--- src/rtl/assert_macros.svh ---
// Assertion macros shared by the best-route selection RTL.
`ifndef ASSERT_MACROS_SVH
`define ASSERT_MACROS_SVH
`ifndef NO_ASSERTIONS
`define BRS_ASSERT(lbl, prop) \
  lbl: assert property (@(posedge clk_i) disable iff (!rst_ni) prop) \
    else $error("brs assertion failed");
`define BRS_NEVER(lbl, expr) \
  lbl: assert property (@(posedge clk_i) disable iff (!rst_ni) !(expr)) \
    else $error("brs forbidden condition seen");
`else
`define BRS_ASSERT(lbl, prop)
`define BRS_NEVER(lbl, expr)
`endif
`endif

--- src/rtl/brs_ram.sv ---
// Generic single-write, single-read RAM with registered read data.
module brs_ram #(
  parameter int WIDTH = 8,
  parameter int DEPTH = 64
) (
  input  logic                                   clk_i,
  input  logic                                   we_i,
  input  logic [(DEPTH > 1 ? $clog2(DEPTH) : 1)-1:0] waddr_i,
  input  logic [WIDTH-1:0]                       wdata_i,
  input  logic                                   re_i,
  input  logic [(DEPTH > 1 ? $clog2(DEPTH) : 1)-1:0] raddr_i,
  output logic [WIDTH-1:0]                       rdata_o
);

  logic [WIDTH-1:0] mem_q [DEPTH];
  logic [WIDTH-1:0] rdata_q;

  always_ff @(posedge clk_i) begin
    if (we_i) begin
      mem_q[waddr_i] <= wdata_i;
    end
    if (re_i) begin
      rdata_q <= mem_q[raddr_i];
    end
  end

  assign rdata_o = rdata_q;

endmodule

--- config.mk ---
export PLATFORM = sky130hd
export DESIGN_NAME = brs_ram
export DESIGN_NICKNAME = d
export VERILOG_FILES = /design/src/rtl/assert_macros.svh /design/src/rtl/brs_ram.sv
export SDC_FILE = /design/constraint.sdc
export NUM_CORES = 1
export LEC_CHECK = 0
export BUFFER_PORTS_ARGS = -buffer_cell sky130_fd_sc_hd__buf_2
export CAP_MARGIN = 25
export CORE_MARGIN = 8
export CORE_UTILIZATION = 55
export DETAILED_ROUTE_END_ITERATION = 10
export HOLD_SLACK_MARGIN = 0.06
export PLACE_DENSITY = 0.71
export SLEW_MARGIN = 20
export SYNTH_ARGS = -nofsm -noshare
export SYNTH_HDL_FRONTEND = slang
export SYNTH_SLANG_ARGS = --single-unit
--- constraint.sdc ---
create_clock -name clk_i -period 2.3 [get_ports clk_i]
set_input_delay 0.115 -clock clk_i [delete_from_list [all_inputs] [get_ports clk_i]]
set_output_delay 0.115 -clock clk_i [all_outputs]
set_load 0.02 [all_outputs]
==> impl_metrics.tcl <==
set metrics [dict create \
    critPathSlowestCell "mux4_2" \
    cts_tree "yes" \
    syn_nets 963 \
    hold_viol_final 0 \
    drt_iter0_markers 1051 \
    synthAdderAreaFrac_pct 0 \
    crit_chain "mux4_2 > mux2_2 > o221a_2 > nor3_1 > o32ai_1" \
    multi_input_area_sq_mm 0.00432 \
    ys_top_cells_by_area "edfxtp_1 77%, mux4_2 14%, nor2_1 1.5%" \
    ys_seq_area_share_pct 77.1 \
    totalWireLength_microns 44900 \
    post-place-ws_ps -151 \
    cts.sink_count 520 \
    gr-total-overflow 0 \
    critPathCapture "rdata_o[6]" \
    wirelength_met1_microns 18700 \
    synth_top_flop_cell "edfxtp_1" \
    syn_inst 940 \
    drc_errors 0 \
    critPathArrivalTime_ps 2450 \
    synth_top_family_by_area "multiplexers" \
    cp_max_fo 1 \
    yosysTopAreaCell "edfxtp_1" \
    nets 1126 \
    fillers 2332 \
    die_y_microns 208 \
    dp_hpwl_microns 28200 \
    clk_pin_slew_worst_paths_ps 60 \
    cts-root-buf "clkbuf_16" \
    grt_pass1_vias 10200 \
    core_sq_mm 0.0364 \
    setup_ws_ps 158 \
    utilization_pct 64.6 \
    cts_buffers 51 \
    firstDrtPassIters 5 \
    clk_latency_ps 570 \
    power_density_mw_per_mm2 859 \
    die_x_microns 208 \
    worstSetupPathType "flop to flop" \
    wl_met2_microns 21600 \
    required_ps 2610 \
    dieArea_sq_mm 0.0432 \
    regArea_sq_mm 0.0156 \
    dp.cells 1516 \
    critPathLaunch "mem_q[16][6]" \
    fmax_mhz 467 \
    rows 70 \
    htree_levels 2 \
    maxSlewViolCount 0 \
    grt_pass1_wl_microns 66700 \
    grt_usage_pct 20.8 \
    vias_per_cell 6.24 \
    max-slew-margin-rel_pct 47.3 \
    wl_per_cell_microns 27.8 \
    cp-start-kind "flop" \
    drive_gt1_share_pct 32.5 \
    async_flop_share_pct 0 \
    synth-edff-count 520 \
    tightestPinTransition_ps 790 \
    yosys.area_share.simple_pct 3.37 \
    r2r-end "rdata_o[6]" \
    synth_xor_area_share_pct 0 \
    grt_max_degree 65 \
    post-route-min-period_ps 2140 \
    r2r.worst_path.cells 5 \
    postSynthAreaPerCell_sq_um 21.5 \
    dr.max_layer_used "met5" \
    start_util_pct 55.6 \
    status "complete, no violations" \
    antenna_found_initial 4 \
    ant_nets 0 \
    p_leak_nw 7.66 \
    ioPinCount 31 \
    vias 10100 \
    rsz0062_at_grt "false" \
    gp_congestion 0.819 \
    drv_cap 0 \
    yosysWarnings 0 \
    wl_met3_microns 3080 \
    skew_ps 13.1 \
    port_buffers 30 \
    ys_ff_latch 520 \
    clk_path_buf_depth 3 \
    cts_resized 0 \
    instances_no_fill 1613 \
    r2r_setup_slack_ps 160 \
    vdd_ir_drop_max_v 0.000574 \
    hold_class "input pin to flop" \
    whs_path_depth 3 \
    synth_compound_gate_area_share_pct 2.06 \
    synth_area_sq_mm 0.0202 \
    synth_mux_area_share_pct 15.9 \
    setup_violations 0 \
    synthToLayoutAreaGrowth_pct 16.3 \
    rr_startpoint "mem_q[16][6]" \
    holdWs_ps 96.7 \
    ys_types 39 \
    cpPeakStageDelay_ps 470 \
    period_share_pct 93.1 \
    synth_top_area_share_pct 77.1 \
    crit_path_end_kind "flop" \
]
==> critical path: cells and delay by family, from the launching register on <==
kind               cells  cell delay (ps)
AOI/OAI and AO/OA      2              440
muxes                  2              770
DFF                    1              380
and+or+nand+nor        1              290
==> per-layer routing <==
layer | vias to the layer above | global-route usage (%)
met2 | 427 | 33.3
li1 | 4261 | -
met4 | 6 | 7.59
met3 | 92 | 3.59
met1 | 5282 | 28.6
met5 | - | 0
==> kinds of logic after synthesis <==
logic type / Yosys count
AO/OA/AOI/OAI: 54
buffers and inverters: 51
flip-flops: 520
AND/OR/NAND/NOR: 153
multiplexers: 162
==> stage by stage <==
| stage | TNS, ps | instance area, sq um | power, mW |
|---|---|---|---|
| detailed placement | -228 | 21800 | 11.8 |
| global route | 0 | 23500 | 20.7 |
| CTS | 0 | 23500 | 20.3 |
| global placement | -139 | 21800 | 11.8 |
| floorplan | 0 | 20200 | 11.3 |
| finish | 0 | 23500 | 20.2 |
==> power breakdown <==
group | switching, mW | total, mW | internal, mW
Clock | 3.42 | 8.63 | 5.21
Combinational | 0.617 | 1.04 | 0.426
Sequential | 0.0264 | 10.5 | 10.5
Total | 4.07 | 20.2 | 16.1
==> Yosys cell counts, types with 4 or more instances <==
cell type  number
edfxtp_1      520
mux4_2        126
nor2_1         83
mux2i_1        23
nand2_1        19
clkbuf_1       17
nor2b_1        14
buf_4          13
mux2_2         13
nand3_1        13
buf_2          11
o221ai_1        8
o22ai_1         8
nand2b_1        7
nor3_1          7
a221oi_1        6
a211oi_1        4
buf_1           4
buf_6           4
==> what timing repair did <==
action,4_1_cts,5_1_grt
setup buffers,0,0
setup endpoints to repair,0,0
hold buffers,2,0
endpoints found under the hold margin,17,0
==> registers in the layout (all words and copies together) (netlist names) <==
register,count
mem_q,512
rdata_o,8
==> worst min-delay path by stage <==
stage / to / slack (ps) / startpoint
detailed placement: rdata_o[2] / 500 / re_i
global route: rdata_o[1] / 100 / raddr_i[5]
CTS: mem_q[54][5] / 70 / waddr_i[2]
finish: rdata_o[1] / 100 / raddr_i[5]
floorplan: mem_q[0][0] / 210 / wdata_i[0]
global placement: rdata_o[2] / 500 / re_i
==> layout make-up <==
cell class / instances / area share, %
clock inverters: 29 / 1.54
well taps: 468 / 2.49
diodes: 1 / 0.0106
repair buffers: 161 / 5.48
clock buffers: 65 / 5.83
flip-flops and latches: 520 / 66.3
multi-input cells: 369 / 18.3
==> layout by cell type (no fill, tap or decap), types with 9 or more instances in the layout <==
| cell type | instances |
|---|---|
| buf_4 | 120 |
| buf_12 | 11 |
| buf_2 | 27 |
| edfxtp_1 | 520 |
| nor2b_1 | 14 |
| clkinv_1 | 10 |
| mux4_2 | 126 |
| nand3_1 | 13 |
| clkinv_2 | 9 |
| clkbuf_1 | 12 |
| nor2_1 | 83 |
| nand2_1 | 19 |
| bufinv_16 | 9 |
| mux2i_1 | 23 |
| mux2_2 | 13 |
| clkbuf_16 | 53 |
Power figures use the tool's default switching activity.
