`src/rtl/assert_macros.svh`:
```
// Assertion macros shared by the best-route selection RTL.
`ifndef ASSERT_MACROS_SVH
`define ASSERT_MACROS_SVH
`ifndef NO_ASSERTIONS
`define BRS_ASSERT(lbl, prop) \
  lbl: assert property (@(posedge clk_i) disable iff (!rst_ni) prop) \
    else $error("brs assertion failed");
`define BRS_NEVER(lbl, expr) \
  lbl: assert property (@(posedge clk_i) disable iff (!rst_ni) !(expr)) \
    else $error("brs forbidden condition seen");
`else
`define BRS_ASSERT(lbl, prop)
`define BRS_NEVER(lbl, expr)
`endif
`endif

```
`src/rtl/brs_pkg.sv`:
```
// Shared types and widths for the best-route selection block.
package brs_pkg;

  localparam int KEY_W  = 16;
  localparam int AREA_W = 4;
  localparam int VAL_W  = 32;

  typedef struct packed {
    logic [KEY_W-1:0]         key;
    logic [AREA_W-1:0]        area;
    logic                     drained;
    logic signed [VAL_W-1:0]  path;
    logic signed [VAL_W-1:0]  src;
    logic signed [VAL_W-1:0]  route_dist;
  } entry_t;

  // Commands from the controller to the datapath.
  typedef struct packed {
    logic load;
    logic drop;
    logic rd_en;
    logic upd;
    logic set_pend;
    logic push_pend;
    logic push_final;
    logic clear_run;
  } dp_cmd_t;

  // Status from the datapath to the controller.
  typedef struct packed {
    logic survivor;
    logic pend_valid;
    logic out_free;
  } dp_status_t;

endpackage

```
`src/rtl/brs_dp.sv`:
```
// Datapath: best tuple, distance minima, pending survivor and output word.
`include "assert_macros.svh"

module brs_dp #(
  parameter int NUM_AREAS = 16
) (
  input  logic                              clk_i,
  input  logic                              rst_ni,
  input  logic                              cfg_valid_i,
  input  logic [1:0]                        cfg_data_i,
  input  logic [brs_pkg::KEY_W-1:0]         in_key_i,
  input  logic [brs_pkg::AREA_W-1:0]        in_area_i,
  input  logic signed [brs_pkg::VAL_W-1:0]  in_drain_i,
  input  logic                              in_node_drained_i,
  input  logic signed [brs_pkg::VAL_W-1:0]  in_path_i,
  input  logic signed [brs_pkg::VAL_W-1:0]  in_src_i,
  input  logic signed [brs_pkg::VAL_W-1:0]  in_dist_i,
  input  brs_pkg::dp_cmd_t                  cmd_i,
  output brs_pkg::dp_status_t               status_o,
  output brs_pkg::entry_t                   wdata_o,
  input  brs_pkg::entry_t                   rdata_i,
  input  logic                              m_ready_i,
  output logic                              out_valid_o,
  output logic [brs_pkg::KEY_W-1:0]         out_key_o,
  output logic                              out_none_o,
  output logic                              out_ovf_o,
  output logic                              out_last_o
);

  localparam int AREA_SPAN  = 2 ** brs_pkg::AREA_W;
  localparam int AREA_SLOTS = (NUM_AREAS < AREA_SPAN) ? NUM_AREAS : AREA_SPAN;
  localparam int ASW        = (AREA_SLOTS > 1) ? $clog2(AREA_SLOTS) : 1;

  localparam logic [1:0] MODE_GLOBAL = 2'd0;
  localparam logic [1:0] MODE_AREA   = 2'd1;

  localparam logic signed [brs_pkg::VAL_W-1:0] DIST_MAX = 32'sh7FFF_FFFF;
  localparam logic signed [brs_pkg::VAL_W-1:0] PREF_MIN = 32'sh8000_0000;

  // area number folded onto the area slots
  function automatic logic [AREA_SPAN-1:0][ASW-1:0] build_fold();
    logic [AREA_SPAN-1:0][ASW-1:0] t;
    for (int i = 0; i < AREA_SPAN; i++) begin
      t[i] = ASW'(i % NUM_AREAS);
    end
    return t;
  endfunction

  localparam logic [AREA_SPAN-1:0][ASW-1:0] FOLD = build_fold();

  function automatic logic tuple_better(
    input logic                             a_dr,
    input logic signed [brs_pkg::VAL_W-1:0] a_pp,
    input logic signed [brs_pkg::VAL_W-1:0] a_sp,
    input logic                             b_dr,
    input logic signed [brs_pkg::VAL_W-1:0] b_pp,
    input logic signed [brs_pkg::VAL_W-1:0] b_sp
  );
    logic r;
    if (a_dr != b_dr) begin
      r = !a_dr;
    end else if (a_pp != b_pp) begin
      r = (a_pp > b_pp);
    end else begin
      r = (a_sp > b_sp);
    end
    return r;
  endfunction

  logic [1:0]                        mode_q;
  logic                              best_dr_q;
  logic signed [brs_pkg::VAL_W-1:0]  best_pp_q, best_sp_q;
  logic                              seen_q;
  logic                              ovf_q;
  logic signed [brs_pkg::VAL_W-1:0]  gmin_q;
  logic [AREA_SLOTS-1:0]             avalid_q;
  logic signed [brs_pkg::VAL_W-1:0]  amin_q [AREA_SLOTS];
  logic                              pend_valid_q;
  logic [brs_pkg::KEY_W-1:0]         pend_key_q;
  logic                              out_valid_q;
  logic [brs_pkg::KEY_W-1:0]         out_key_q;
  logic                              out_none_q, out_ovf_q, out_last_q;

  logic                              in_drained;
  logic                              in_better;
  logic signed [brs_pkg::VAL_W-1:0]  rd_path, rd_src, rd_dist;
  logic                              mode_ok;
  logic                              keep;
  logic [ASW-1:0]                    rd_slot;
  logic signed [brs_pkg::VAL_W-1:0]  slot_min;
  logic                              survivor;
  logic                              out_free;

  assign in_drained = (in_drain_i != '0) || in_node_drained_i;
  assign in_better  = tuple_better(in_drained, in_path_i, in_src_i,
                                   best_dr_q, best_pp_q, best_sp_q);

  always_comb begin
    wdata_o            = '0;
    wdata_o.key        = in_key_i;
    wdata_o.area       = in_area_i;
    wdata_o.drained    = in_drained;
    wdata_o.path       = in_path_i;
    wdata_o.src        = in_src_i;
    wdata_o.route_dist = in_dist_i;
  end

  assign rd_path  = rdata_i.path;
  assign rd_src   = rdata_i.src;
  assign rd_dist  = rdata_i.route_dist;
  assign mode_ok  = (mode_q == MODE_GLOBAL) || (mode_q == MODE_AREA);
  assign keep     = mode_ok && seen_q && (rdata_i.drained == best_dr_q) &&
                    (rd_path == best_pp_q) && (rd_src == best_sp_q);
  assign rd_slot  = FOLD[rdata_i.area];
  assign slot_min = avalid_q[rd_slot] ? amin_q[rd_slot] : DIST_MAX;
  assign survivor = keep && ((mode_q == MODE_GLOBAL) ? (rd_dist == gmin_q)
                                                     : (rd_dist == slot_min));
  assign out_free = !out_valid_q || m_ready_i;

  assign status_o.survivor   = survivor;
  assign status_o.pend_valid = pend_valid_q;
  assign status_o.out_free   = out_free;

  always_ff @(posedge clk_i or negedge rst_ni) begin
    if (!rst_ni) begin
      mode_q       <= MODE_GLOBAL;
      best_dr_q    <= 1'b1;
      best_pp_q    <= PREF_MIN;
      best_sp_q    <= PREF_MIN;
      seen_q       <= 1'b0;
      ovf_q        <= 1'b0;
      gmin_q       <= DIST_MAX;
      avalid_q     <= '0;
      pend_valid_q <= 1'b0;
      out_valid_q  <= 1'b0;
    end else begin
      if (cfg_valid_i) begin
        mode_q <= cfg_data_i;
      end
      if (cmd_i.load) begin
        seen_q <= 1'b1;
        if (in_better) begin
          best_dr_q <= in_drained;
          best_pp_q <= in_path_i;
          best_sp_q <= in_src_i;
        end
      end
      if (cmd_i.drop) begin
        ovf_q <= 1'b1;
      end
      if (cmd_i.upd && keep) begin
        if (rd_dist < gmin_q) begin
          gmin_q <= rd_dist;
        end
        if (rd_dist < slot_min) begin
          avalid_q[rd_slot] <= 1'b1;
        end
      end
      if (cmd_i.set_pend) begin
        pend_valid_q <= 1'b1;
      end
      if (cmd_i.push_pend || cmd_i.push_final) begin
        out_valid_q <= 1'b1;
      end else if (m_ready_i) begin
        out_valid_q <= 1'b0;
      end
      // return run state to its reset values
      if (cmd_i.clear_run) begin
        best_dr_q    <= 1'b1;
        best_pp_q    <= PREF_MIN;
        best_sp_q    <= PREF_MIN;
        seen_q       <= 1'b0;
        ovf_q        <= 1'b0;
        gmin_q       <= DIST_MAX;
        avalid_q     <= '0;
        pend_valid_q <= 1'b0;
      end
    end
  end

  always_ff @(posedge clk_i) begin
    if (cmd_i.upd && keep && (rd_dist < slot_min)) begin
      amin_q[rd_slot] <= rd_dist;
    end
    if (cmd_i.set_pend) begin
      pend_key_q <= rdata_i.key;
    end
    if (cmd_i.push_pend) begin
      out_key_q  <= pend_key_q;
      out_none_q <= 1'b0;
      out_ovf_q  <= ovf_q;
      out_last_q <= 1'b0;
    end else if (cmd_i.push_final) begin
      out_key_q  <= pend_valid_q ? pend_key_q : '0;
      out_none_q <= !pend_valid_q;
      out_ovf_q  <= ovf_q;
      out_last_q <= 1'b1;
    end
  end

  assign out_valid_o = out_valid_q;
  assign out_key_o   = out_key_q;
  assign out_none_o  = out_none_q;
  assign out_ovf_o   = out_ovf_q;
  assign out_last_o  = out_last_q;

  `BRS_ASSERT(a_push_needs_room, (cmd_i.push_pend || cmd_i.push_final) |-> (!out_valid_q || m_ready_i))
  `BRS_ASSERT(a_pend_not_lost, (cmd_i.set_pend && pend_valid_q) |-> cmd_i.push_pend)

endmodule

```
`config.mk`:
```
export PLATFORM = sky130hd
export DESIGN_NAME = brs_dp
export DESIGN_NICKNAME = d
export VERILOG_FILES = /design/src/rtl/brs_pkg.sv /design/src/rtl/brs_dp.sv
export VERILOG_INCLUDE_DIRS = /design/src /design/src/rtl
export SDC_FILE = /design/constraint.sdc
export NUM_CORES = 1
export LEC_CHECK = 0
export BUFFER_PORTS_ARGS = -buffer_cell sky130_fd_sc_hd__clkbuf_2
export CORE_ASPECT_RATIO = 0.6
export CORE_MARGIN = 2
export CORE_UTILIZATION = 63
export DETAILED_ROUTE_END_ITERATION = 8
export PLACE_DENSITY_LB_ADDON = 0.2
export REMOVE_ABC_BUFFERS = 1
export SYNTH_ARGS = -nofsm -noshare
export SYNTH_HDL_FRONTEND = slang
export SYNTH_SLANG_ARGS = --single-unit
export TNS_END_PERCENT = 5
```
`constraint.sdc`:
```
create_clock -name clk_i -period 9.8 [get_ports clk_i]
set_input_delay 1.47 -clock clk_i [delete_from_list [all_inputs] [get_ports clk_i]]
set_output_delay 1.47 -clock clk_i [all_outputs]
set_load 0.02 [all_outputs]
```
==> impl_metrics.csv <==
group,metric,value,unit
timing,max_freq,0.135,GHz
timing,layout_min_cycle_time,7.41,ns
setup_path,critPathMostFrequentCell,"sky130_fd_sc_hd__nor2_1",
clocking,clock_tree_from_tritoncts,"done",
routing,drt-vias-per-instance,6.92,
synthesis,post_synth_num_cell_types,70,
power_and_ir_drop,power-per-cell-area,176,nW/um^2
clocking,cts.clk_slew.worst_paths,0.07,ns
timing,fin_hold_ws,0.470,ns
setup_path,worst-r2r-setup-slack,3.60,ns
synthesis,synthSimpleGateAreaFrac,0.0616,
timing,final_hold_viol_count,0,
routing,routed_wire_length_per_instance,31.1,um
synthesis,synth_flop_cell,"sky130_fd_sc_hd__edfxtp_1",
power_and_ir_drop,power,0.00623,W
job,cap_viol_max_count,0,
setup_path,worst_ep_required_time,8.33,ns
die,fp.dieArea,52500,sq um
clocking,cts-buffers-inserted,58,
finish,nets,2724,
placed_design,numPlacedInstances,2906,
timing,fin_worst_skew,0.0177,ns
global_route,number_of_global_route_vias_before_repair,20400,
routing,drt_iter0_drc,2779,
synthesis,async_reset_ff_frac,0.179,
setup_path,worst-r2r-cell-count,14,
die,chipWidth,294,um
clocking,postCtsSetupBuffers,0,
synthesis,ys_top_cells_by_count,"sky130_fd_sc_hd__edfxtp_1, sky130_fd_sc_hd__mux4_2, sky130_fd_sc_hd__buf_4, sky130_fd_sc_hd__ha_1, sky130_fd_sc_hd__inv_1",
synthesis,synth-edff-count,545,
setup_path,worstReg2RegEnd,"amin_q[11][24]$_DFFE_PP_",
global_route,grt_max_degree,87,
clocking,ctsHtreeMaxLevel,2,
routing,drt-pass1-iter-count,6,
routing,totalWireLength,93800,um
synthesis,synth_top_area_frac,0.513,
timing,grt_setup_unrepaired,"no",
placed_design,buffer_ports.inserted,314,
finish,utilization,0.711,
synthesis,synth-seq-cells,666,
timing,timing.slew.headroom,0.102,
setup_path,worst_path_largest_cell_delay,0.95,ns
clocking,clkLatencyLatePin,0.61,ns
synthesis,yosys.area_share.xor_xnor,0.0102,
clocking,number_of_buffers_added_to_fix_hold_violations_after_cts,0,
timing,setup-tns-final,0,ns
die,rows,63,
synthesis,synth_area_per_cell,14.9,sq um
synthesis,synth_compound_gate_area_share,0.0957,
setup_path,cp-start-kind,"primary input",
clocking,cts-resized-gates,0,
placed_design,place_hpwl,61800,um
synthesis,yosys-mux-area-fraction,0.117,
global_route,first_pass_grt_wire_length,136000,um
setup_path,cp_top_family,"simple AND/OR/NAND/NOR gates",
timing,tightestPinTransition,1.35,ns
synthesis,synth_area_leaders,"sky130_fd_sc_hd__edfxtp_1, sky130_fd_sc_hd__mux4_2, sky130_fd_sc_hd__dfrtp_1",
routing,antenna_left,0,
setup_path,cp_cell_instances,"buf_6 -> mux4_2 -> mux2_2 -> o21ai_4 -> buf_4 -> nor2_1 -> ha_1 -> nand4_1 -> nor4_1 -> a21oi_1 -> nor2_1 -> clkbuf_2",
finish,syn2layout_area_growth,10.8,%
routing,drt_drc_violations_left,0,
setup_path,critical_path_buf_inv_count,3,
synthesis,synth_sequential_area_ratio,0.609,
synthesis,synth_area,31900,sq um
synthesis,leading_cell_type_by_number_of_instances_after_synthesis,"sky130_fd_sc_hd__edfxtp_1",
timing,maxSlewViolCount,0,
die,chipHeight,178,um
clocking,root_buffer,"sky130_fd_sc_hd__clkbuf_16",
power_and_ir_drop,leakage,13.1,nW
synthesis,synthAdderAreaFrac,0.0502,
setup_path,largest_fanout_on_the_critical_path,86,
setup_path,crit_path_end_kind,"output port",
finish,fin_cells,3014,
setup_path,endpoint,"status_o[2]",
finish,post_route_cells_drive_above_1_share,0.284,
clocking,cts_max_path_buffers,3,
setup_path,criticalPathCategory,"in2out",
setup_path,startpoint,"rdata_i[98]",
setup_path,critical_path.slowest_cell,"sky130_fd_sc_hd__nor4_1",
power_and_ir_drop,vdd_drop_max,135,uV
die,core_area,49700,sq um
clocking,clock_sinks,666,
global_route,number_of_antenna_violations_at_the_first_check_in_global_routing,0,
die,initial_utilization,0.642,
setup_path,critical_r2r_launch,"avalid_q[2]$_DFFE_PN0P_",
setup_path,worst-endpoint-arrival,5.94,ns
synthesis,synthesis.yosys.warnings,0,
placed_design,place_congestion,0.992,
synthesis,synth_top_area_cell,"sky130_fd_sc_hd__edfxtp_1",
synthesis,synth_cells,2145,
timing,finish_stage_setup_viols,0,
timing,fin_crit_sh,0.756,
finish,final.fill_count,3215,
die,floorplan.io_pins,420,
synthesis,combinational_family_with_the_most_area_after_synthesis,"multiplexers",
setup_path,cp.depth,12,
routing,routed-via-count,20900,
finish,ant_diodes,0,
min_path,worst_hold_path_type,"reg2reg",
global_route,track_usage,0.363,
global_route,grt_overflow_total,0,
run_status,run_status,"finished, final reports clean",
where the power goes:
part	internal [W]	leakage, nW	switching (W)
Clock	0.00138	0.966	0.00103
Sequential	0.00311	6.45	0.0000504
Combinational	0.000244	5.69	0.000409
Total	0.00473	13.1	0.00149
worst min path at each step:
stage | start | endpoint | slack (ns) | depth (start not counted)
floorplan | ovf_q$_DFFE_PN0P_ | out_ovf_o$_DFFE_PP_ | 0.43 | 0
global placement | ovf_q$_DFFE_PN0P_ | out_ovf_o$_DFFE_PP_ | 0.44 | 0
detailed placement | ovf_q$_DFFE_PN0P_ | out_ovf_o$_DFFE_PP_ | 0.46 | 0
CTS | ovf_q$_DFFE_PN0P_ | out_ovf_o$_DFFE_PP_ | 0.47 | 0
global route | ovf_q$_DFFE_PN0P_ | out_ovf_o$_DFFE_PP_ | 0.48 | 0
finish | ovf_q$_DFFE_PN0P_ | out_ovf_o$_DFFE_PP_ | 0.47 | 0
flip-flops by register name, indices dropped and copies added (netlist names), 2 cells and up:
name and count:
out_key_o 16, amin_q 512, mode_q 2, avalid_q 16, gmin_q 32, best_sp_q 32, best_pp_q 32, pend_key_q 16
logic make-up after synthesis:
group / after synthesis
xor gates and xnor gates: 37
DFF: 666
buffers and inverters: 342
adders and majority gates: 128
AOI/OAI and AO/OA: 434
and+or+nand+nor: 370
muxes: 168
cells in the final DEF (no fill, tap or decap), types with 13 or more instances in the layout:
| cell type | count |
|---|---|
| sky130_fd_sc_hd__a211oi_1 | 36 |
| sky130_fd_sc_hd__a21o_1 | 27 |
| sky130_fd_sc_hd__a21oi_1 | 102 |
| sky130_fd_sc_hd__a221o_1 | 68 |
| sky130_fd_sc_hd__a22o_1 | 16 |
| sky130_fd_sc_hd__a31oi_1 | 33 |
| sky130_fd_sc_hd__buf_4 | 38 |
| sky130_fd_sc_hd__clkbuf_16 | 59 |
| sky130_fd_sc_hd__clkbuf_2 | 310 |
| sky130_fd_sc_hd__dfrtp_1 | 85 |
| sky130_fd_sc_hd__dfstp_2 | 34 |
| sky130_fd_sc_hd__edfxtp_1 | 545 |
| sky130_fd_sc_hd__ha_1 | 128 |
| sky130_fd_sc_hd__inv_1 | 103 |
| sky130_fd_sc_hd__mux4_2 | 164 |
| sky130_fd_sc_hd__nand2_1 | 86 |
| sky130_fd_sc_hd__nand2b_1 | 14 |
| sky130_fd_sc_hd__nand4_1 | 40 |
| sky130_fd_sc_hd__nor2_1 | 61 |
| sky130_fd_sc_hd__nor2b_1 | 59 |
| sky130_fd_sc_hd__nor3_1 | 13 |
| sky130_fd_sc_hd__nor4_1 | 33 |
| sky130_fd_sc_hd__o211ai_1 | 64 |
| sky130_fd_sc_hd__o21ai_0 | 44 |
| sky130_fd_sc_hd__xnor2_1 | 18 |
| sky130_fd_sc_hd__xor2_1 | 19 |
through the flow:
| stage | cell area (sq um) | setup WS [ns] |
|---|---|---|
| floorplan | 30500 | 2.04 |
| global placement | 33300 | 2.02 |
| detailed placement | 33300 | 1.93 |
| CTS | 35300 | 2.44 |
| global route | 35300 | 2.17 |
| finish | 35300 | 2.39 |
routing by layer:
layer	track usage	wire, um	part of all wire
met3	0.139	13300	0.14
met4	0.104	3060	0.033
met2	0.494	38700	0.41
met5	0.0722	561	0.0060
met1	0.537	38100	0.41
layout make-up:
cell class / count / area (sq um) / area share
clock inverter: 37 / 463 / 0.0131
multi-input combinational: 1137 / 10800 / 0.307
clock buffer: 71 / 1540 / 0.0436
tap: 650 / 813 / 0.0230
inverter: 103 / 387 / 0.0109
timing repair buffer: 350 / 1860 / 0.0527
sequential: 666 / 19400 / 0.550
No activity file was read; power rests on OpenSTA's default activity.
