File: config.mk
export PLATFORM = sky130hd
export DESIGN_NAME = brs_ctrl
export DESIGN_NICKNAME = d
export VERILOG_FILES = /design/src/rtl/brs_pkg.sv /design/src/rtl/brs_ctrl.sv
export VERILOG_INCLUDE_DIRS = /design/src /design/src/rtl
export SDC_FILE = /design/constraint.sdc
export NUM_CORES = 1
export LEC_CHECK = 0
export ABC_AREA = 0
export BUFFER_PORTS_ARGS = -buffer_cell sky130_fd_sc_hd__buf_2
export CAP_MARGIN = 10
export CORE_MARGIN = 4
export CORE_UTILIZATION = 50
export CTS_CLUSTER_SIZE = 12
export DETAILED_ROUTE_END_ITERATION = 8
export GPL_TIMING_DRIVEN = 0
export HOLD_SLACK_MARGIN = 0.08
export PLACE_DENSITY_LB_ADDON = 0.15
export SYNTH_ARGS = -nofsm -noshare
export SYNTH_HDL_FRONTEND = slang
export SYNTH_SLANG_ARGS = --single-unit
File: constraint.sdc
create_clock -name clk_i -period 6 [get_ports clk_i]
set_clock_uncertainty 0.1 [all_clocks]
set_input_delay 1.8 -clock clk_i [delete_from_list [all_inputs] [get_ports clk_i]]
set_output_delay 1.8 -clock clk_i [all_outputs]
set_load 0.01 [all_outputs]
File: src/rtl/assert_macros.svh
// Assertion macros shared by the best-route selection RTL.
`ifndef ASSERT_MACROS_SVH
`define ASSERT_MACROS_SVH
`ifndef NO_ASSERTIONS
`define BRS_ASSERT(lbl, prop) \
  lbl: assert property (@(posedge clk_i) disable iff (!rst_ni) prop) \
    else $error("brs assertion failed");
`define BRS_NEVER(lbl, expr) \
  lbl: assert property (@(posedge clk_i) disable iff (!rst_ni) !(expr)) \
    else $error("brs forbidden condition seen");
`else
`define BRS_ASSERT(lbl, prop)
`define BRS_NEVER(lbl, expr)
`endif
`endif

File: src/rtl/brs_pkg.sv
// Shared types and widths for the best-route selection block.
package brs_pkg;

  localparam int KEY_W  = 16;
  localparam int AREA_W = 4;
  localparam int VAL_W  = 32;

  typedef struct packed {
    logic [KEY_W-1:0]         key;
    logic [AREA_W-1:0]        area;
    logic                     drained;
    logic signed [VAL_W-1:0]  path;
    logic signed [VAL_W-1:0]  src;
    logic signed [VAL_W-1:0]  route_dist;
  } entry_t;

  // Commands from the controller to the datapath.
  typedef struct packed {
    logic load;
    logic drop;
    logic rd_en;
    logic upd;
    logic set_pend;
    logic push_pend;
    logic push_final;
    logic clear_run;
  } dp_cmd_t;

  // Status from the datapath to the controller.
  typedef struct packed {
    logic survivor;
    logic pend_valid;
    logic out_free;
  } dp_status_t;

endpackage

File: src/rtl/brs_ctrl.sv
// Controller: load counter, store walks and result sequencing.
`include "assert_macros.svh"

module brs_ctrl #(
  parameter int MAX_ENTRIES = 64
) (
  input  logic                                          clk_i,
  input  logic                                          rst_ni,
  input  logic                                          in_valid_i,
  input  logic                                          in_last_i,
  output logic                                          in_ready_o,
  input  brs_pkg::dp_status_t                           status_i,
  output brs_pkg::dp_cmd_t                              cmd_o,
  output logic [(MAX_ENTRIES > 1 ? $clog2(MAX_ENTRIES) : 1)-1:0] waddr_o,
  output logic [(MAX_ENTRIES > 1 ? $clog2(MAX_ENTRIES) : 1)-1:0] raddr_o
);

  localparam int IW = (MAX_ENTRIES > 1) ? $clog2(MAX_ENTRIES) : 1;
  localparam int CW = $clog2(MAX_ENTRIES + 1);

  localparam logic [2:0] ST_LOAD   = 3'd0;
  localparam logic [2:0] ST_W1     = 3'd1;
  localparam logic [2:0] ST_W1_END = 3'd2;
  localparam logic [2:0] ST_W2_RD  = 3'd3;
  localparam logic [2:0] ST_W2_CHK = 3'd4;
  localparam logic [2:0] ST_FIN    = 3'd5;

  logic [2:0]    state_q, state_d;
  logic [CW-1:0] count_q, count_d;
  logic [CW-1:0] count_m1;
  logic [IW-1:0] idx_q, idx_d;
  logic [IW-1:0] last_idx;
  logic          upd_q, upd_d;
  logic          has_room;
  logic          idx_at_last;
  logic          advance;

  assign count_m1    = count_q - 1'b1;
  assign last_idx    = IW'(count_m1);
  assign idx_at_last = (idx_q == last_idx);
  assign has_room    = (count_q < CW'(MAX_ENTRIES));
  assign waddr_o     = IW'(count_q);
  assign raddr_o     = idx_q;

  always_comb begin
    state_d    = state_q;
    count_d    = count_q;
    idx_d      = idx_q;
    upd_d      = 1'b0;
    advance    = 1'b0;
    in_ready_o = 1'b0;
    cmd_o      = '0;
    cmd_o.upd  = upd_q;
    unique case (state_q)
      ST_LOAD: begin
        in_ready_o = 1'b1;
        if (in_valid_i) begin
          if (has_room) begin
            cmd_o.load = 1'b1;
            count_d    = count_q + 1'b1;
          end else begin
            cmd_o.drop = 1'b1;
          end
          if (in_last_i) begin
            idx_d   = '0;
            state_d = ST_W1;
          end
        end
      end
      ST_W1: begin
        // rank walk: read one entry a cycle, data is used in the next cycle
        cmd_o.rd_en = 1'b1;
        upd_d       = 1'b1;
        if (idx_at_last) begin
          state_d = ST_W1_END;
        end else begin
          idx_d = idx_q + 1'b1;
        end
      end
      ST_W1_END: begin
        idx_d   = '0;
        state_d = ST_W2_RD;
      end
      ST_W2_RD: begin
        cmd_o.rd_en = 1'b1;
        state_d     = ST_W2_CHK;
      end
      ST_W2_CHK: begin
        // hold one survivor back so the last one can carry out_last
        if (status_i.survivor) begin
          if (status_i.pend_valid) begin
            if (status_i.out_free) begin
              cmd_o.push_pend = 1'b1;
              cmd_o.set_pend  = 1'b1;
              advance         = 1'b1;
            end
          end else begin
            cmd_o.set_pend = 1'b1;
            advance        = 1'b1;
          end
        end else begin
          advance = 1'b1;
        end
        if (advance) begin
          if (idx_at_last) begin
            state_d = ST_FIN;
          end else begin
            idx_d   = idx_q + 1'b1;
            state_d = ST_W2_RD;
          end
        end
      end
      ST_FIN: begin
        if (status_i.out_free) begin
          cmd_o.push_final = 1'b1;
          cmd_o.clear_run  = 1'b1;
          count_d          = '0;
          state_d          = ST_LOAD;
        end
      end
      default: begin
        state_d = ST_LOAD;
      end
    endcase
  end

  always_ff @(posedge clk_i or negedge rst_ni) begin
    if (!rst_ni) begin
      state_q <= ST_LOAD;
      count_q <= '0;
      idx_q   <= '0;
      upd_q   <= 1'b0;
    end else begin
      state_q <= state_d;
      count_q <= count_d;
      idx_q   <= idx_d;
      upd_q   <= upd_d;
    end
  end

  `BRS_ASSERT(a_count_bound, count_q <= CW'(MAX_ENTRIES))
  `BRS_ASSERT(a_fin_returns, cmd_o.push_final |=> (state_q == ST_LOAD && count_q == '0))
  `BRS_ASSERT(a_chk_after_read, (state_q == ST_W2_CHK) |-> ($past(state_q) == ST_W2_RD || $past(state_q) == ST_W2_CHK))

endmodule

==> impl_metrics.json, run 1 <==
{
  "dp_cells": 196,
  "gp_routability_congestion": 0.786,
  "combinational_power_share_pct": 64.0,
  "detailed_place.area_sq_um": 1410,
  "power.density_nw_per_um2": 506,
  "fin_crit_sh_pct": 77.3,
  "max_slew_margin_pct": 67.2,
  "total_of_max_cap_violations": 0,
  "count_of_port_buffers_added_during_placement": 27,
  "detail_route.vias_per_cell": 5.41,
  "report.final.hold_viol_count": 0,
  "die_width_um": 57.8,
  "cell_internal_pwr_uw": 390,
  "worstMarginPinSlew_ns": 0.491,
  "numClockSinks": 17,
  "syn_nets": 151,
  "timing.fmax_mhz": 216,
  "final_max_slew_viol_count": 0,
  "status": "finished, final reports clean",
  "io_pins": 28,
  "mostFrequentLayoutCell": "sky130_fd_sc_hd__buf_2",
  "clkLatencyLatePin_ns": 0.29,
  "cts.path.max_buffers": 2,
  "power.static_leakage_nw": 0.736,
  "grt_first_pass_wirelength_mm": 4.78,
  "ys_dominant_reg_cell": "sky130_fd_sc_hd__dfrtp_1",
  "synthCells": 141,
  "critical_path_peak_fanout": 7,
  "cts_setup_buffers": 0,
  "clock_buffers_created_by_tritoncts": 3,
  "gr-usage-all-layers_pct": 17.9,
  "ir_drop_v": 0.000335,
  "syn_avg_cell_area_sq_um": 8.80,
  "route.detailed.wl_per_inst_um": 13.0,
  "layout.cells.most_common_list": "sky130_fd_sc_hd__buf_2, sky130_fd_sc_hd__dfrtp_1, sky130_fd_sc_hd__nor2_1",
  "postSynth.asyncResetShare_pct": 100,
  "cts_repair_resize_count": 0,
  "htreeDepth": 1,
  "total_power_uw": 728,
  "first_global_vias": 1078,
  "ys_warn_count": 0,
  "synth-seq-cells": 17,
  "sequential_power_share_pct": 27.3,
  "final.min_clock_period_ns": 4.64,
  "cts_hold_buf": 0,
  "synthDistinctLibCells": 40,
  "instances_no_fill": 200,
  "finalSetupViolations": 0,
  "layout_overhead_on_the_synthesized_area_pct": 15.8,
  "worstSetupStartpointType": "primary input",
  "post-route-drc-count": 0,
  "clkSlewWorstSetupHoldPaths_ns": 0.10,
  "drtPass1Iterations": 4,
  "post-route-cell-area_sq_um": 1440,
  "final_nets": 183,
  "drt_iter0_drc": 27,
  "path_class": "in2out",
  "design.die.area_sq_um": 3340,
  "diodes": 0,
  "floorplan.core_area_sq_um": 2300,
  "grt_overflow_total": 0,
  "number_of_synthesized_flops_with_an_enable_pin": 0,
  "cts_tree": "yes",
  "postRouteWirelength_mm": 2.59,
  "std_cell_rows": 17,
  "grt_setup_unrepaired": "false",
  "synth.cell_area_sq_um": 1240,
  "post-dp-hpwl_mm": 2.03,
  "worstPathArrival_ns": 2.74,
  "power.share.clock_pct": 8.7,
  "clock_tree.root_cell": "sky130_fd_sc_hd__clkbuf_4",
  "antenna_found_initial": 0,
  "initial_core_util_pct": 54.0,
  "fin_setup_tns_ns": 0,
  "post_route_cells_drive_above_1_share_pct": 32.0,
  "worst-endpoint-required_ns": 4.10,
  "ant_nets_after_route": 0,
  "grt_max_degree": 18,
  "synth.yosys.seq_area_share_pct": 34.3,
  "detailroute.via_count": 1082,
  "die_h_um": 57.8,
  "swShare_pct": 46.4,
  "end_kind": "output port",
  "min_path_type": "reg2reg",
  "p_switching_uw": 338
}
==> layout make-up <==
cell class              instances  area, sq um
plain buffers                  15          104
clock buffers                   4         26.3
fillers                       234          860
inverters                       8         30.0
multi-input cells             101          682
flip-flops and latches         17          425
well taps                      28         35.0
repair buffers                 27          135
==> power groups by stage <==
stage	Combinational (mW)	Sequential [mW]	Clock, mW
after floorplan	0.354	0.198	0
after global placement	0.455	0.200	0
after detailed placement	0.469	0.201	0
after CTS	0.471	0.199	0.0649
after global routing	0.523	0.208	0.0706
final	0.466	0.199	0.0631
==> critical path, cell delays in order <==
cell	delay, ns
sky130_fd_sc_hd__buf_2	0.12
sky130_fd_sc_hd__nand3_1	0.15
sky130_fd_sc_hd__nor2_1	0.37
sky130_fd_sc_hd__buf_4	0.18
sky130_fd_sc_hd__buf_2	0.12
==> metrics by stage <==
stage | utilization (%) | setup slack, ns | hold slack (ns)
final | 62.6 | 1.36 | 0.467
after CTS | 62.6 | 1.33 | 0.467
after global routing | 62.6 | 1.26 | 0.492
after global placement | 61.4 | 1.37 | 0.442
after floorplan | - | 1.61 | 0.401
after detailed placement | 61.4 | 1.33 | 0.445
==> metal layers <==
metal | vias up | GRT usage [%] | part of all wire (%)
met3 | 5 | 2.00 | 5.1
met2 | 32 | 29.5 | 46
met1 | 493 | 24.2 | 47
met5 | - | 0 | 0
met4 | 0 | 5.96 | 1.6
li1 | 552 | - | -
==> state kept, by name (all words and copies together), names as in the netlist <==
name and flops:
state_q 3, upd_q 1, count_q 7, raddr_o 6
==> cells by family after synthesis <==
logic type                 after synthesis  synth area share, %
AOI/OAI and AO/OA                       24                 14.9
xor gates and xnor gates                13                 9.17
adders and majority gates                3                 3.02
buffers and inverters                   23                 10.8
DFF                                     17                 34.3
muxes                                    1                0.806
and+or+nand+nor                         60                 27.0
==> worst paths after layout <==
| check | startpoint | endpoint | slack [ns] | cells after the start |
|---|---|---|---|---|
| max | status_i[0] | cmd_o[1] | 1.36 | 5 |
| min | count_q[6] | count_q[6] | 0.47 | 2 |
| max reg2reg | count_q[0] | raddr_o[2] | 3.51 | 10 |
| min reg2reg | count_q[6] | count_q[6] | 0.47 | 2 |
| max in group asynchronous | rst_ni | count_q[2] | 4.21 | 1 |
| min in group asynchronous | rst_ni | raddr_o[2] | 1.31 | 1 |
==> synth_stat cells, drive strengths merged, types with 2 or more instances <==
library cell | n | area [sq um]
nor3 | 5 | 30.0
ha | 3 | 37.5
xor2 | 9 | 78.8
nor2 | 14 | 52.6
or4 | 4 | 30.0
xnor2 | 4 | 35.0
buf | 15 | 104
or2b | 3 | 25.0
nand4 | 2 | 12.5
dfrtp | 17 | 425
o21ai | 4 | 20.0
nand2 | 13 | 48.8
o211ai | 3 | 22.5
inv | 8 | 30.0
nand3 | 11 | 60.1
a21oi | 8 | 62.6
or3 | 2 | 12.5
(Power assumes the default switching activity.)
==> run 2: changes to the inputs <==
Settings changed: ABC_AREA 0 to 1.
Clock period 6 ns to 4.53 ns, I/O delays scaled along.
==> impl_metrics.json, run 2 <==
{
  "post_route_cells_drive_above_1_share_pct": 32.4,
  "p_switching_uw": 553,
  "grt_first_pass_wirelength_mm": 4.64,
  "first_global_vias": 1095,
  "post-route-drc-count": 0,
  "numClockSinks": 17,
  "critical_path_peak_fanout": 7,
  "reg2reg_setup_slack_ns": 2.49,
  "synthCells": 182,
  "final_nets": 224,
  "synth-simple-area-share_pct": 36.7,
  "timing.fmax_mhz": 271,
  "synth.cell_area_sq_um": 1310,
  "gp_routability_congestion": 0.896,
  "post_synth_fa_ha_maj_area_fraction_pct": 2.87,
  "cts_setup_buffers": 0,
  "power.density_nw_per_um2": 710,
  "synthXorXnorAreaFrac_pct": 5.93,
  "largest_register_ff_count": 7,
  "cts.path.max_buffers": 2,
  "clock_tree.root_cell": "sky130_fd_sc_hd__clkbuf_4",
  "drtPass1Iterations": 4,
  "route.detailed.wl_per_inst_um": 11.5,
  "std_cell_rows": 18,
  "clkLatencyLatePin_ns": 0.29,
  "sequential_power_share_pct": 28.1,
  "layout.cells.most_common_list": "sky130_fd_sc_hd__nand2_1, sky130_fd_sc_hd__buf_2, sky130_fd_sc_hd__inv_1",
  "synth.largest_area_cell": "sky130_fd_sc_hd__dfrtp_1",
  "design.die.area_sq_um": 3500,
  "ant_nets_after_route": 0,
  "grt_max_degree": 18,
  "syn_avg_cell_area_sq_um": 7.19,
  "ys_top_cells_by_count": "sky130_fd_sc_hd__nand2_1, sky130_fd_sc_hd__inv_1, sky130_fd_sc_hd__nand3_1",
  "max_slew_margin_pct": 69.5,
  "die_h_um": 59.2,
  "fin_crit_sh_pct": 81.5,
  "layout.filler_cells": 240,
  "diodes": 0,
  "count_of_port_buffers_added_during_placement": 27,
  "floorplan.core_area_sq_um": 2480,
  "final.min_clock_period_ns": 3.69,
  "syn_nets": 192,
  "power.share.clock_pct": 7.7,
  "synth.yosys.seq_area_share_pct": 32.5,
  "power.static_leakage_nw": 0.823,
  "htreeDepth": 1,
  "final_core_util_pct": 60.9,
  "layout_overhead_on_the_synthesized_area_pct": 15.2,
  "cell_internal_pwr_uw": 517,
  "cts_repair_resize_count": 0,
  "synth.area.mux_share_pct": 0,
  "ir_drop_v": 0.000477,
  "cts_tree": "yes",
  "grt_overflow_total": 0,
  "antenna_found_initial": 0,
  "synth_compound_area_share_pct": 9.08,
  "combinational_power_share_pct": 64.2,
  "ys_warn_count": 0,
  "clock_buffers_created_by_tritoncts": 3,
  "total_of_max_cap_violations": 0,
  "worstMarginPinSlew_ns": 0.456,
  "number_of_synthesized_flops_with_an_enable_pin": 0,
  "worstPathArrival_ns": 2.23,
  "postSynth.asyncResetShare_pct": 100,
  "drt_iter0_drc": 44,
  "final_max_slew_viol_count": 0,
  "initial_core_util_pct": 52.8,
  "min_path_type": "reg2reg",
  "gr-usage-all-layers_pct": 17.0,
  "ys_dominant_reg_cell": "sky130_fd_sc_hd__dfrtp_1",
  "grt_setup_unrepaired": "false",
  "status": "finished, final reports clean",
  "postRouteWirelength_mm": 2.80,
  "post-synth-top-count-cell": "sky130_fd_sc_hd__nand2_1",
  "mostFrequentLayoutCell": "sky130_fd_sc_hd__nand2_1",
  "swShare_pct": 51.7,
  "detailroute.via_count": 1245,
  "worst-endpoint-required_ns": 3.07,
  "fraction_of_synthesized_cell_area_taken_by_the_top_area_cell_type_pct": 32.5,
  "post_synth_main_area_contributors": "sky130_fd_sc_hd__dfrtp_1, sky130_fd_sc_hd__nand2_1, sky130_fd_sc_hd__nand3_1, sky130_fd_sc_hd__inv_1, sky130_fd_sc_hd__nand2_2",
  "dominant_combinational_cell_family_by_area_after_synthesis": "simple AND/OR/NAND/NOR gates",
  "cts_hold_buf": 0,
  "regMostFlops": "count_q",
  "synth-seq-cells": 17,
  "io_pins": 28,
  "post-dp-hpwl_mm": 2.23,
  "synthDistinctLibCells": 27,
  "clkSlewWorstSetupHoldPaths_ns": 0.09,
  "report.final.hold_viol_count": 0,
  "die_width_um": 59.2,
  "detail_route.vias_per_cell": 5.12,
  "path_class": "in2out",
  "fin_setup_tns_ns": 0,
  "end_kind": "output port",
  "finalSetupViolations": 0,
  "worstSetupStartpointType": "primary input"
}
## run 2: layout make-up
cell class	count	area [sq um]	share of cell area, %
multi-input cells	130	714	47.4
flip-flops and latches	17	425	28.2
repair buffers	27	135	8.96
inverters	26	97.6	6.47
plain buffers	9	71.3	4.73
well taps	30	37.5	2.49
clock buffers	4	26.3	1.74
## run 2: metal layers
layer | global-route usage (%) | wire [um]
met1 | 21.1 | 1200
met2 | 29.7 | 1480
met3 | 4.79 | 103
met4 | 3.24 | 22
met5 | 0 | 0
## run 2: power by group through the flow
stage | logic (mW) | registers, mW | clock network (mW)
floorplan | 0.536 | 0.284 | 0
global placement | 0.668 | 0.302 | 0
detailed placement | 0.692 | 0.304 | 0
CTS | 0.694 | 0.300 | 0.0843
global route | 0.774 | 0.313 | 0.0894
finish | 0.687 | 0.300 | 0.0821
## run 2: cell families (layout without fill, tap and decap cells)
group                    count (synthesis)  in the layout
flip-flops                              17             17
XOR/XNOR                                 8              8
adder cells (fa/ha/maj)                  3              3
buffers and inverters                   35             66
AND/OR/NAND/NOR                        101            101
AO/OA/AOI/OAI                           18             18
## run 2: final timing paths
kind / start / endpoint / cells after the start
min: raddr_o[3] / raddr_o[3] / 2
max in group asynchronous: rst_ni / raddr_o[3] / 1
min reg2reg: raddr_o[3] / raddr_o[3] / 2
max: in_valid_i / cmd_o[7] / 7
min in group asynchronous: rst_ni / raddr_o[5] / 1
max reg2reg: count_q[0] / state_q[2] / 11
## run 2: metrics by stage
step           power (mW)  hold WS [ns]  area, sq um  setup WS, ns  instances
2_1_floorplan       0.821         0.412         1310          1.10        182
3_3_place_gp        0.970         0.388         1480         0.881        239
3_5_place_dp        0.995         0.398         1480         0.844        239
4_1_cts              1.08         0.422         1510         0.845        243
5_1_grt              1.18         0.462         1510         0.755        243
6_report             1.07         0.420         1510         0.837        243
## run 2: worst max-delay path: stages
cell	delay [ns]
sky130_fd_sc_hd__buf_2	0.10
sky130_fd_sc_hd__or2_1	0.26
sky130_fd_sc_hd__nand3_2	0.16
sky130_fd_sc_hd__inv_1	0.08
sky130_fd_sc_hd__nand2_1	0.07
sky130_fd_sc_hd__inv_1	0.07
sky130_fd_sc_hd__buf_2	0.14
